File: src/design/lskv_ram.sv
// ----------------------------------------------------------------------------
// Generic single-port-write, single-port-read RAM
// One write and one read per cycle; the read data is registered.
// ----------------------------------------------------------------------------
module lskv_ram #(
    parameter int WIDTH = 8,
    parameter int DEPTH = 16
) (
    input  logic                     aclk,
    input  logic                     we,
    input  logic [$clog2(DEPTH)-1:0] waddr,
    input  logic [WIDTH-1:0]         wdata,
    input  logic [$clog2(DEPTH)-1:0] raddr,
    output logic [WIDTH-1:0]         rdata
);

    logic [WIDTH-1:0] mem [DEPTH];

    // Write port.
    always_ff @(posedge aclk) begin
        if (we) begin
            mem[waddr] <= wdata;
        end
    end

    // Registered read port.
    always_ff @(posedge aclk) begin
        rdata <= mem[raddr];
    end

endmodule

File: config.mk
export PLATFORM = sky130hd
export DESIGN_NAME = lskv_ram
export DESIGN_NICKNAME = d
export VERILOG_FILES = /design/src/design/lskv_ram.sv
export SDC_FILE = /design/constraint.sdc
export NUM_CORES = 1
export LEC_CHECK = 0
export BUFFER_PORTS_ARGS = -buffer_cell sky130_fd_sc_hd__buf_2
export CAP_MARGIN = 10
export CORE_AREA = 8 8 102 104
export CTS_BUF_LIST = sky130_fd_sc_hd__clkbuf_8 sky130_fd_sc_hd__clkbuf_16
export CTS_CLUSTER_DIAMETER = 80
export DETAILED_ROUTE_END_ITERATION = 16
export DIE_AREA = 0 0 110 112
export MAX_ROUTING_LAYER = met4
export PLACE_DENSITY = 0.77
export SLEW_MARGIN = 20
export SYNTH_ARGS = -nofsm -noshare
export SYNTH_HDL_FRONTEND = slang
export SYNTH_SLANG_ARGS = --single-unit
File: constraint.sdc
create_clock -name aclk -period 2 [get_ports aclk]
set_input_delay 0.3 -clock aclk [delete_from_list [all_inputs] [get_ports aclk]]
set_output_delay 0.3 -clock aclk [all_outputs]
set_load 0.01 [all_outputs]
==> results.sh <==
export IMPL_design_area_mm2=0.00611
export IMPL_synth_avg_cell_area_um2=22.5
export IMPL_nets=302
export IMPL_critPathRequiredTime_ns=2.39
export IMPL_fillCellCount=524
export IMPL_antenna_found_initial=0
export IMPL_synth_top_area_frac=0.747
export IMPL_hold_depth=1
export IMPL_fp_dieH_um=112
export IMPL_overflow=0
export IMPL_diodes=0
export IMPL_cts_tree="done"
export IMPL_p_leak_nw=2.09
export IMPL_seq_area_frac_synth=0.778
export IMPL_wl_per_cell_um=23.8
export IMPL_critical_path_class="reg2reg"
export IMPL_yosys_top_cells_area="edfxtp_1, mux4_2, mux4_1"
export IMPL_yosys_warnings=0
export IMPL_yosysTopAreaCell="edfxtp_1"
export IMPL_crit_slowest_cell="mux4_1"
export IMPL_hpwl_mm=6.19
export IMPL_r2r_start="mem[1][5]$_DFFE_PP_"
export IMPL_grt_first_pass_wirelength_mm=15.0
export IMPL_coreArea_mm2=0.00889
export IMPL_critical_path_arrival_ns=1.87
export IMPL_clk_latency_ns=0.51
export IMPL_firstDrtPassIters=4
export IMPL_die_x_um=110
export IMPL_cts_inserted_buffers=17
export IMPL_postSynthCellCount=229
export IMPL_grt_use_total=0.176
export IMPL_grt_pass1_vias=2620
export IMPL_endpoint_kind="flip-flop"
export IMPL_tightest_slew_ns=0.401
export IMPL_num_rows=35
export IMPL_grt_max_degree=26
export IMPL_r2r_setup_slack_ns=0.52
export IMPL_fmax_mhz=677
export IMPL_post_cts_buffers=0
export IMPL_syn_nets=247
export IMPL_setup_violations=0
export IMPL_ff2ff_path_depth=3
export IMPL_fin_util=0.687
export IMPL_r2r_end="rdata[5]$_DFF_P_"
export IMPL_yosys_cell_count_top_type="edfxtp_1"
export IMPL_power_density_mw_per_mm2=1080
export IMPL_ios=26
export IMPL_holdPathEnd="mem[6][4]$_DFFE_PP_"
export IMPL_area_growth_pct=18.7
export IMPL_layout_drive_gt1_share=0.327
export IMPL_port_buffers=25
export IMPL_path_clk_slew_ns=0.06
export IMPL_cp_top_family="multiplexers"
export IMPL_post_cts_resized=0
export IMPL_hold_viol_final=0
export IMPL_rsz0062_at_grt="false"
export IMPL_cts_root_buffer="clkbuf_8"
export IMPL_dieArea_mm2=0.0123
export IMPL_synthTopCellsByCount="edfxtp_1, mux4_2, a22oi_1"
export IMPL_hold_start="wdata[4]"
export IMPL_h_tree_depth=4
export IMPL_ys_ff_latch=136
export IMPL_vdd_drop_max_mv=0.833
export IMPL_place_area_mm2=0.00551
export IMPL_fin_crit_sh=0.738
export IMPL_start_util=0.579
export IMPL_cts_sinks=136
export IMPL_drt_initial_drc_count=166
export IMPL_cpPeakStageDelay_ns=0.56
export IMPL_syn_area_mm2=0.00515
export IMPL_place_congestion=0.813
export IMPL_status="complete, no violations"
export IMPL_num_vias=2436
export IMPL_cp_start_kind="flip-flop"
export IMPL_ys_types=19
export IMPL_path_cells="mux4_1, a22oi_1, nand2_1"
export IMPL_hold_path_class="in2reg"
export IMPL_cts_hold_buf=0
export IMPL_synth_enable_flop_cells=128
export IMPL_ant_nets=0
export IMPL_maxCapViolCount=0
export IMPL_async_flop_share=0
export IMPL_max_slew_margin_rel=0.732
export IMPL_cp_max_fo=1
export IMPL_finalSetupTns_ns=0
export IMPL_avgViaCountPerCell=5.97
export IMPL_wirelength_mm=9.72
export IMPL_path_buf_inv=0
export IMPL_fin_crit_ns=1.48
export IMPL_yosys_most_used_dff="edfxtp_1"
export IMPL_maxSlewViolCount=0
export IMPL_fin_skew_ns=0.00639
export IMPL_drc=0
export IMPL_clock_path_buffers=2
-- layer usage --
layer | vias to the layer above | wire length [um] | track usage
met5 | - | 0 | -
met4 | 0 | 240 | 0.0730
met3 | 16 | 478 | 0.0474
met2 | 80 | 4820 | 0.263
met1 | 1255 | 4180 | 0.223
li1 | 1085 | - | -
-- how the worst max path moves through the flow --
stage | from | slack (ns) | depth (start not counted) | to
2_1_floorplan | waddr[2] | 0.21 | 2 | mem[0][0]$_DFFE_PP_
3_3_place_gp | raddr[0] | 0.30 | 5 | rdata[5]$_DFF_P_
3_5_place_dp | raddr[0] | 0.29 | 5 | rdata[5]$_DFF_P_
4_1_cts | mem[1][5]$_DFFE_PP_ | 0.54 | 3 | rdata[5]$_DFF_P_
5_1_grt | mem[1][5]$_DFFE_PP_ | 0.53 | 3 | rdata[5]$_DFF_P_
6_report | mem[1][5]$_DFFE_PP_ | 0.52 | 3 | rdata[5]$_DFF_P_
-- state kept, by name, indices dropped and copies added, names as in the netlist --
register	flops
mem	128
rdata	8
-- where the power goes --
| group | total (W) | switching, W | leakage (nW) | internal, W |
|---|---|---|---|---|
| Clock | 0.00307 | 0.00114 | 0.280 | 0.00193 |
| Sequential | 0.00321 | 0.0000206 | 1.22 | 0.00319 |
| Combinational | 0.000301 | 0.000171 | 0.590 | 0.000131 |
-- final cells by class --
type                    count  area, um2  share of cell area
repair buffers             46        308              0.0504
clock buffers              18        428              0.0701
well taps                 111        139              0.0227
clock inverters            14        173              0.0283
multi-input cells          83       1060               0.173
flip-flops and latches    136       4000               0.655
-- cells in the final DEF (no fill, tap or decap), types with 3 or more instances in the layout --
master / synthesis / layout
nand2_1: 9 / 9
mux4_2: 18 / 18
buf_4: 1 / 19
clkinvlp_4: 0 / 5
dfxtp_1: 8 / 8
nor2_1: 13 / 13
mux4_1: 14 / 14
bufinv_16: 0 / 3
buf_2: 3 / 25
nor3_1: 4 / 4
edfxtp_1: 128 / 128
clkbuf_16: 0 / 16
a22oi_1: 16 / 16
-- cells by family (layout without fill, tap and decap cells) --
logic type | after synthesis | after routing | share of synthesized area
AND/OR/NAND/NOR | 35 | 35 | 0.0318
flip-flops | 136 | 136 | 0.778
buffers and inverters | 10 | 78 | 0.0168
AO/OA/AOI/OAI | 16 | 16 | 0.0233
multiplexers | 32 | 32 | 0.150
-- per-stage QoR --
stage                     total power, W  cells  hold slack [ns]  setup WS [ns]
final                            0.00658    408            0.168          0.523
after global routing             0.00676    408            0.157          0.530
after CTS                        0.00663    408            0.140          0.537
after detailed placement         0.00357    376            0.655          0.286
after global placement           0.00355    376            0.649          0.298
after floorplan                  0.00343    229            0.399          0.207
(Power assumes the default switching activity.)
