`src/design/lskv_pkg.sv`:
```
// ----------------------------------------------------------------------------
// Log-structured key/value store: shared definitions
// Field widths, command and status codes, sequencer state and the status
// group passed from the sequencer to the top level.
// ----------------------------------------------------------------------------
package lskv_pkg;

    // Field widths of one input word and one result word.
    localparam int CMD_W  = 2;
    localparam int KEY_W  = 16;
    localparam int DATA_W = 64;
    localparam int CNT_W  = 4;
    localparam int STAT_W = 2;

    // Packed stream widths, rounded up to whole bytes.
    localparam int S_TDATA_W = 88;
    localparam int M_TDATA_W = 72;
    localparam int M_PAD_W   = M_TDATA_W - STAT_W - DATA_W;

    // Command codes.
    localparam logic [CMD_W-1:0] CMD_WRITE = 2'd0;
    localparam logic [CMD_W-1:0] CMD_READ  = 2'd1;
    localparam logic [CMD_W-1:0] CMD_ERASE = 2'd2;

    // Status codes.
    localparam logic [STAT_W-1:0] STAT_OK   = 2'd0;
    localparam logic [STAT_W-1:0] STAT_MISS = 2'd1;
    localparam logic [STAT_W-1:0] STAT_FULL = 2'd2;

    // Sequencer states.
    typedef enum logic [1:0] {
        SEQ_IDLE,
        SEQ_SCAN,
        SEQ_DONE
    } seq_state_t;

    // Status group from the sequencer.
    typedef struct packed {
        logic idle;
        logic res_valid;
    } seq_stat_t;

endpackage

```
`src/design/lskv_seq.sv`:
```
// ----------------------------------------------------------------------------
// Log-structured key/value store: command sequencer
// Appends blocks, scans the log backward with one shared tag comparator
// (one block per cycle) and holds the result until the output takes it.
// ----------------------------------------------------------------------------
module lskv_seq import lskv_pkg::*; #(
    parameter int NUM_BLOCKS    = 64,
    parameter int PAYLOAD_BYTES = 8
) (
    input  logic                                      aclk,
    input  logic                                      aresetn,
    input  logic                                      start,
    input  logic [CMD_W-1:0]                          in_cmd,
    input  logic [KEY_W-1:0]                          in_key,
    input  logic [DATA_W-1:0]                         in_payload,
    input  logic [CNT_W-1:0]                          in_count,
    input  logic                                      res_taken,
    output seq_stat_t                                 stat,
    output logic [STAT_W-1:0]                         res_status,
    output logic [DATA_W-1:0]                         res_data,
    output logic                                      ram_we,
    output logic [$clog2(NUM_BLOCKS)-1:0]             ram_waddr,
    output logic [KEY_W+8*PAYLOAD_BYTES-1:0]          ram_wdata,
    output logic [$clog2(NUM_BLOCKS)-1:0]             ram_raddr,
    input  logic [KEY_W+8*PAYLOAD_BYTES-1:0]          ram_rdata
);

    localparam int AW = $clog2(NUM_BLOCKS);
    localparam int CW = $clog2(NUM_BLOCKS + 1);
    localparam int PW = 8 * PAYLOAD_BYTES;
    localparam logic [CNT_W-1:0] PB_CNT = CNT_W'(PAYLOAD_BYTES);
    localparam logic [CW-1:0]    FULL_CNT = CW'(NUM_BLOCKS);

    seq_state_t          state_reg, state_next;
    logic [CW-1:0]       slot_reg, slot_next;
    logic [AW-1:0]       cur_reg, cur_next;
    logic [KEY_W-1:0]    key_reg, key_next;
    logic [STAT_W-1:0]   res_status_reg, res_status_next;
    logic [DATA_W-1:0]   res_data_reg, res_data_next;

    logic [AW-1:0]       slot_m1;
    logic [CNT_W-1:0]    cnt_sat;
    logic [PW-1:0]       wr_payload;
    logic [DATA_W-1:0]   rd_padded;

    // Byte masking of the write data; unwritten bytes stay erased.
    always_comb begin
        cnt_sat = (in_count > PB_CNT) ? PB_CNT : in_count;
        for (int b = 0; b < PAYLOAD_BYTES; b++) begin
            wr_payload[8*b +: 8] = (CNT_W'(b) < cnt_sat) ? in_payload[8*b +: 8] : 8'hFF;
        end
    end

    // Stored payload widened to the result width; bytes beyond the block read erased.
    always_comb begin
        rd_padded = '1;
        rd_padded[PW-1:0] = ram_rdata[KEY_W +: PW];
    end

    assign slot_m1 = AW'(slot_reg - 1'b1);

    // Next state and RAM control.
    always_comb begin
        state_next      = state_reg;
        slot_next       = slot_reg;
        cur_next        = cur_reg;
        key_next        = key_reg;
        res_status_next = res_status_reg;
        res_data_next   = res_data_reg;
        ram_we          = 1'b0;
        ram_waddr       = slot_reg[AW-1:0];
        ram_wdata       = {wr_payload, in_key};
        ram_raddr       = (state_reg == SEQ_SCAN) ? AW'(cur_reg - 1'b1) : slot_m1;

        unique case (state_reg)
            SEQ_IDLE: begin
                if (start) begin
                    key_next = in_key;
                    unique case (in_cmd)
                        CMD_WRITE: begin
                            res_data_next = '0;
                            if (slot_reg == FULL_CNT) begin
                                res_status_next = STAT_FULL;
                            end else begin
                                ram_we          = 1'b1;
                                slot_next       = slot_reg + 1'b1;
                                res_status_next = STAT_OK;
                            end
                            state_next = SEQ_DONE;
                        end
                        CMD_READ: begin
                            if (slot_reg == '0) begin
                                res_status_next = STAT_MISS;
                                res_data_next   = '1;
                                state_next      = SEQ_DONE;
                            end else begin
                                // Newest block's read is issued this cycle.
                                cur_next   = slot_m1;
                                state_next = SEQ_SCAN;
                            end
                        end
                        CMD_ERASE: begin
                            slot_next       = '0;
                            res_status_next = STAT_OK;
                            res_data_next   = '0;
                            state_next      = SEQ_DONE;
                        end
                        default: begin
                            res_status_next = STAT_OK;
                            res_data_next   = '0;
                            state_next      = SEQ_DONE;
                        end
                    endcase
                end
            end
            SEQ_SCAN: begin
                // The read port holds the block at cur_reg.
                if (ram_rdata[KEY_W-1:0] == key_reg) begin
                    res_status_next = STAT_OK;
                    res_data_next   = rd_padded;
                    state_next      = SEQ_DONE;
                end else if (cur_reg == '0) begin
                    res_status_next = STAT_MISS;
                    res_data_next   = '1;
                    state_next      = SEQ_DONE;
                end else begin
                    cur_next = cur_reg - 1'b1;
                end
            end
            SEQ_DONE: begin
                if (res_taken) begin
                    state_next = SEQ_IDLE;
                end
            end
            default: begin
                state_next = SEQ_IDLE;
            end
        endcase
    end

    // Control registers.
    always_ff @(posedge aclk) begin
        if (!aresetn) begin
            state_reg <= SEQ_IDLE;
            slot_reg  <= '0;
        end else begin
            state_reg <= state_next;
            slot_reg  <= slot_next;
        end
    end

    // Working registers.
    always_ff @(posedge aclk) begin
        cur_reg        <= cur_next;
        key_reg        <= key_next;
        res_status_reg <= res_status_next;
        res_data_reg   <= res_data_next;
    end

    assign stat.idle      = (state_reg == SEQ_IDLE);
    assign stat.res_valid = (state_reg == SEQ_DONE);
    assign res_status     = res_status_reg;
    assign res_data       = res_data_reg;

endmodule

```
`config.mk`:
```
export PLATFORM = sky130hd
export DESIGN_NAME = lskv_seq
export DESIGN_NICKNAME = d
export VERILOG_FILES = /design/src/design/lskv_pkg.sv /design/src/design/lskv_seq.sv
export SDC_FILE = /design/constraint.sdc
export NUM_CORES = 1
export LEC_CHECK = 0
export BUFFER_PORTS_ARGS = -buffer_cell sky130_fd_sc_hd__buf_2
export CELL_PAD_IN_SITES_DETAIL_PLACEMENT = 1
export CELL_PAD_IN_SITES_GLOBAL_PLACEMENT = 1
export CORE_ASPECT_RATIO = 1.5
export CORE_UTILIZATION = 30
export CTS_CLUSTER_DIAMETER = 40
export DETAILED_ROUTE_END_ITERATION = 7
export PLACE_DENSITY = 0.9
export SYNTH_ARGS = -nofsm -noshare
export SYNTH_HDL_FRONTEND = slang
export SYNTH_SLANG_ARGS = --single-unit
```
`constraint.sdc`:
```
create_clock -name aclk -period 3.8 [get_ports aclk]
set_input_delay 0.19 -clock aclk [delete_from_list [all_inputs] [get_ports aclk]]
set_output_delay 0.19 -clock aclk [all_outputs]
set_load 0.1 [all_outputs]
```
==> impl_metrics.toml <==
[cts]
cts_buffers = 9
cts_sinks = 97
path_clk_slew_ps = 70
cts_buffer_depth = 2
cts_tree = "yes"
cts_resized = 0
clock-root-buffer = "clkbuf_16"
cts_max_level = 3
clock_latency_ps = 340
cts-hold-fix-buffers = 0
post_cts_buffers = 0

[synthesis]
synth.top_cell.area_share = 0.541
synth_top_area_cell = "edfxtp_1"
synth.yosys.seq_area_share = 0.578
synth-main-ff-cell = "edfxtp_1"
synthesis.nets = 634
postSynth.asyncResetShare = 0
ys_seq_elements = 97
synth_area_leaders = "edfxtp_1, a21oi_1, or2_2, nor2_1, buf_4"
syn_area_sq_mm = 0.00489
syn_avg_cell_area_sq_um = 10.6
yosys_warnings = 0
synth_edf_count = 88
synth_cell_type_count = 39
synthCells = 461

[hold_path]
hold_path.class = "input pin to register"
holdPathEnd = "key_reg[6]$_DFFE_PP_"
min_from = "in_key[6]"
hold_depth = 1

[place]
placed_area_sq_mm = 0.00657
pre_cts_ws_ps = 1250
hpwl_microns = 16500
dp.cells = 949
portBuffers = 330
gp_routability_congestion = 0.963

[detailed_routing]
dr_wl_met2_microns = 10400
wl_met3_microns = 2210
drt_iter0_drc = 165
routed.top_layer = "met5"
vias = 4669
wl_per_cell_microns = 20.3
ant_nets = 0
wl_microns = 19700
wl_met1_microns = 6390
drcViolationCount = 0
firstDrtPassIters = 4
vias_per_cell = 4.81

[finish]
fin_util = 0.437
final_nets = 930
instances_no_fill = 971
layout.cells.most_common = "buf_2"
drive_gt1_frac = 0.544
largest_register_ff_count = 64
finalInstanceArea_sq_mm = 0.00689
final_cell_mix = "buf_2, edfxtp_1, nor2_1"
syn_to_final_growth_pct = 41.0

[worst_setup_path]
worstPathArrival_ps = 2730
reg2reg_slack_ps = 1340
worstPathCellList = "nor2b_1 -> buf_4 -> nor2_1 -> a21oi_2 -> ha_1 -> o21ai_0 -> xor2_2 -> buf_2"
cp_num_buf_inv = 2
cpPeakStageDelay_ps = 450
worstSetupStartpoint = "state_reg[0]$_SDFFE_PN0P_"
r2r-end = "res_data[36]$_DFFE_PP_"
endpoint_kind = "output port"
path_delay_family = "buffers and inverters"
critPathKind = "register to output port"
r2r_start = "cur_reg[0]$_DFFE_PP_"
slowest_stage = "dfxtp_1"
rr_worst_depth = 4
required_ps = 3610
crit_path_start_kind = "register"
crit_fanout = 13

[sta]
tightest_slew_ps = 969
fin_setup_tns_ps = 0
slew-limit-headroom = 0.348
fmax_mhz = 343
slew_viol_final = 0
setup_ws_ps = 883
holdWs_ps = 35.9
fin_skew_ps = 8.52
hold_viol_final = 0
setup_viol = 0
fin_crit_ps = 2920
rsz0062_at_grt = "false"
finalCritPeriodShare = 0.768

[pwr]
power.leakage_nw = 3.13
power_frac_clock = 0.269
ir_drop_uv = 236
swShare = 0.427
total_power_mw = 3.44
p_comb_frac = 0.361
p_per_area_mw_per_mm2 = 499
seq_power_share = 0.370
power.net_switching_mw = 1.47
p_int_mw = 1.97

[run]
drv_cap = 0

[global_routing]
antenna_found_initial = 9
grt_pass1_wl_microns = 27300
grt_max_degree = 69
grt_pass1_vias = 4832
grt_overflow = 0
grt_usage = 0.228

[floorplanning]
die_w_microns = 106
rows = 56
core_sq_mm = 0.0158
pin_count = 331
start_util = 0.310
die-area_sq_mm = 0.0168
fp.dieH_microns = 158

[run_status]
status = "completed"
-- kinds of logic (layout without fill, tap and decap cells) --
family                   Yosys count  after routing  share of synthesized area
buffers and inverters             59            359                     0.0676
XOR/XNOR                          23             23                     0.0412
multiplexers                       3              3                    0.00614
adder cells (fa/ha/maj)            3              3                    0.00768
flip-flops                        97             97                      0.578
AO/OA/AOI/OAI                     92             92                      0.104
AND/OR/NAND/NOR                  184            184                      0.195
other                              0              7                          0
-- worst max path at each step --
stage / endpoint / depth (start not counted)
3_3_place_gp: ram_raddr[4] / 8
3_5_place_dp: ram_raddr[4] / 8
5_1_grt: ram_raddr[4] / 8
4_1_cts: ram_raddr[4] / 8
2_1_floorplan: cur_reg[2]$_DFFE_PP_ / 7
6_report: ram_raddr[4] / 8
-- layout make-up --
type                    count  area (sq um)
multi-input cells         305          1760
flip-flops and latches     97          2820
well taps                 203           254
clock buffers               9           225
clock inverters             6          75.1
repair buffers            335          1700
diodes                      7          17.5
inverters                   9          33.8
fillers                  1927          8870
-- per-layer routing --
| layer | up-vias | global-route usage |
|---|---|---|
| li1 | 2184 | - |
| met1 | 2207 | 0.204 |
| met2 | 243 | 0.431 |
| met3 | 31 | 0.102 |
| met4 | 4 | 0.109 |
| met5 | - | 0 |
-- power groups by stage --
stage          clock (mW)  sequential (mW)  combinational (mW)
6_report            0.925             1.27                1.24
5_1_grt             0.999             1.28                1.28
4_1_cts             0.955             1.28                1.25
3_5_place_dp            0             1.30                1.25
3_3_place_gp            0             1.30                1.24
2_1_floorplan           0             1.70               0.595
-- cells in the mapped netlist, drive strengths merged, types with 4 or more instances --
| library cell | count |
|---|---|
| buf | 37 |
| nand2 | 8 |
| edfxtp | 88 |
| o21ai | 4 |
| xnor2 | 20 |
| nand2b | 13 |
| clkbuf | 13 |
| or2 | 57 |
| nor4 | 4 |
| nor3 | 5 |
| dfxtp | 9 |
| inv | 9 |
| a21oi | 72 |
| nand4 | 8 |
| nor2 | 77 |
Power figures use the tool's default switching activity.
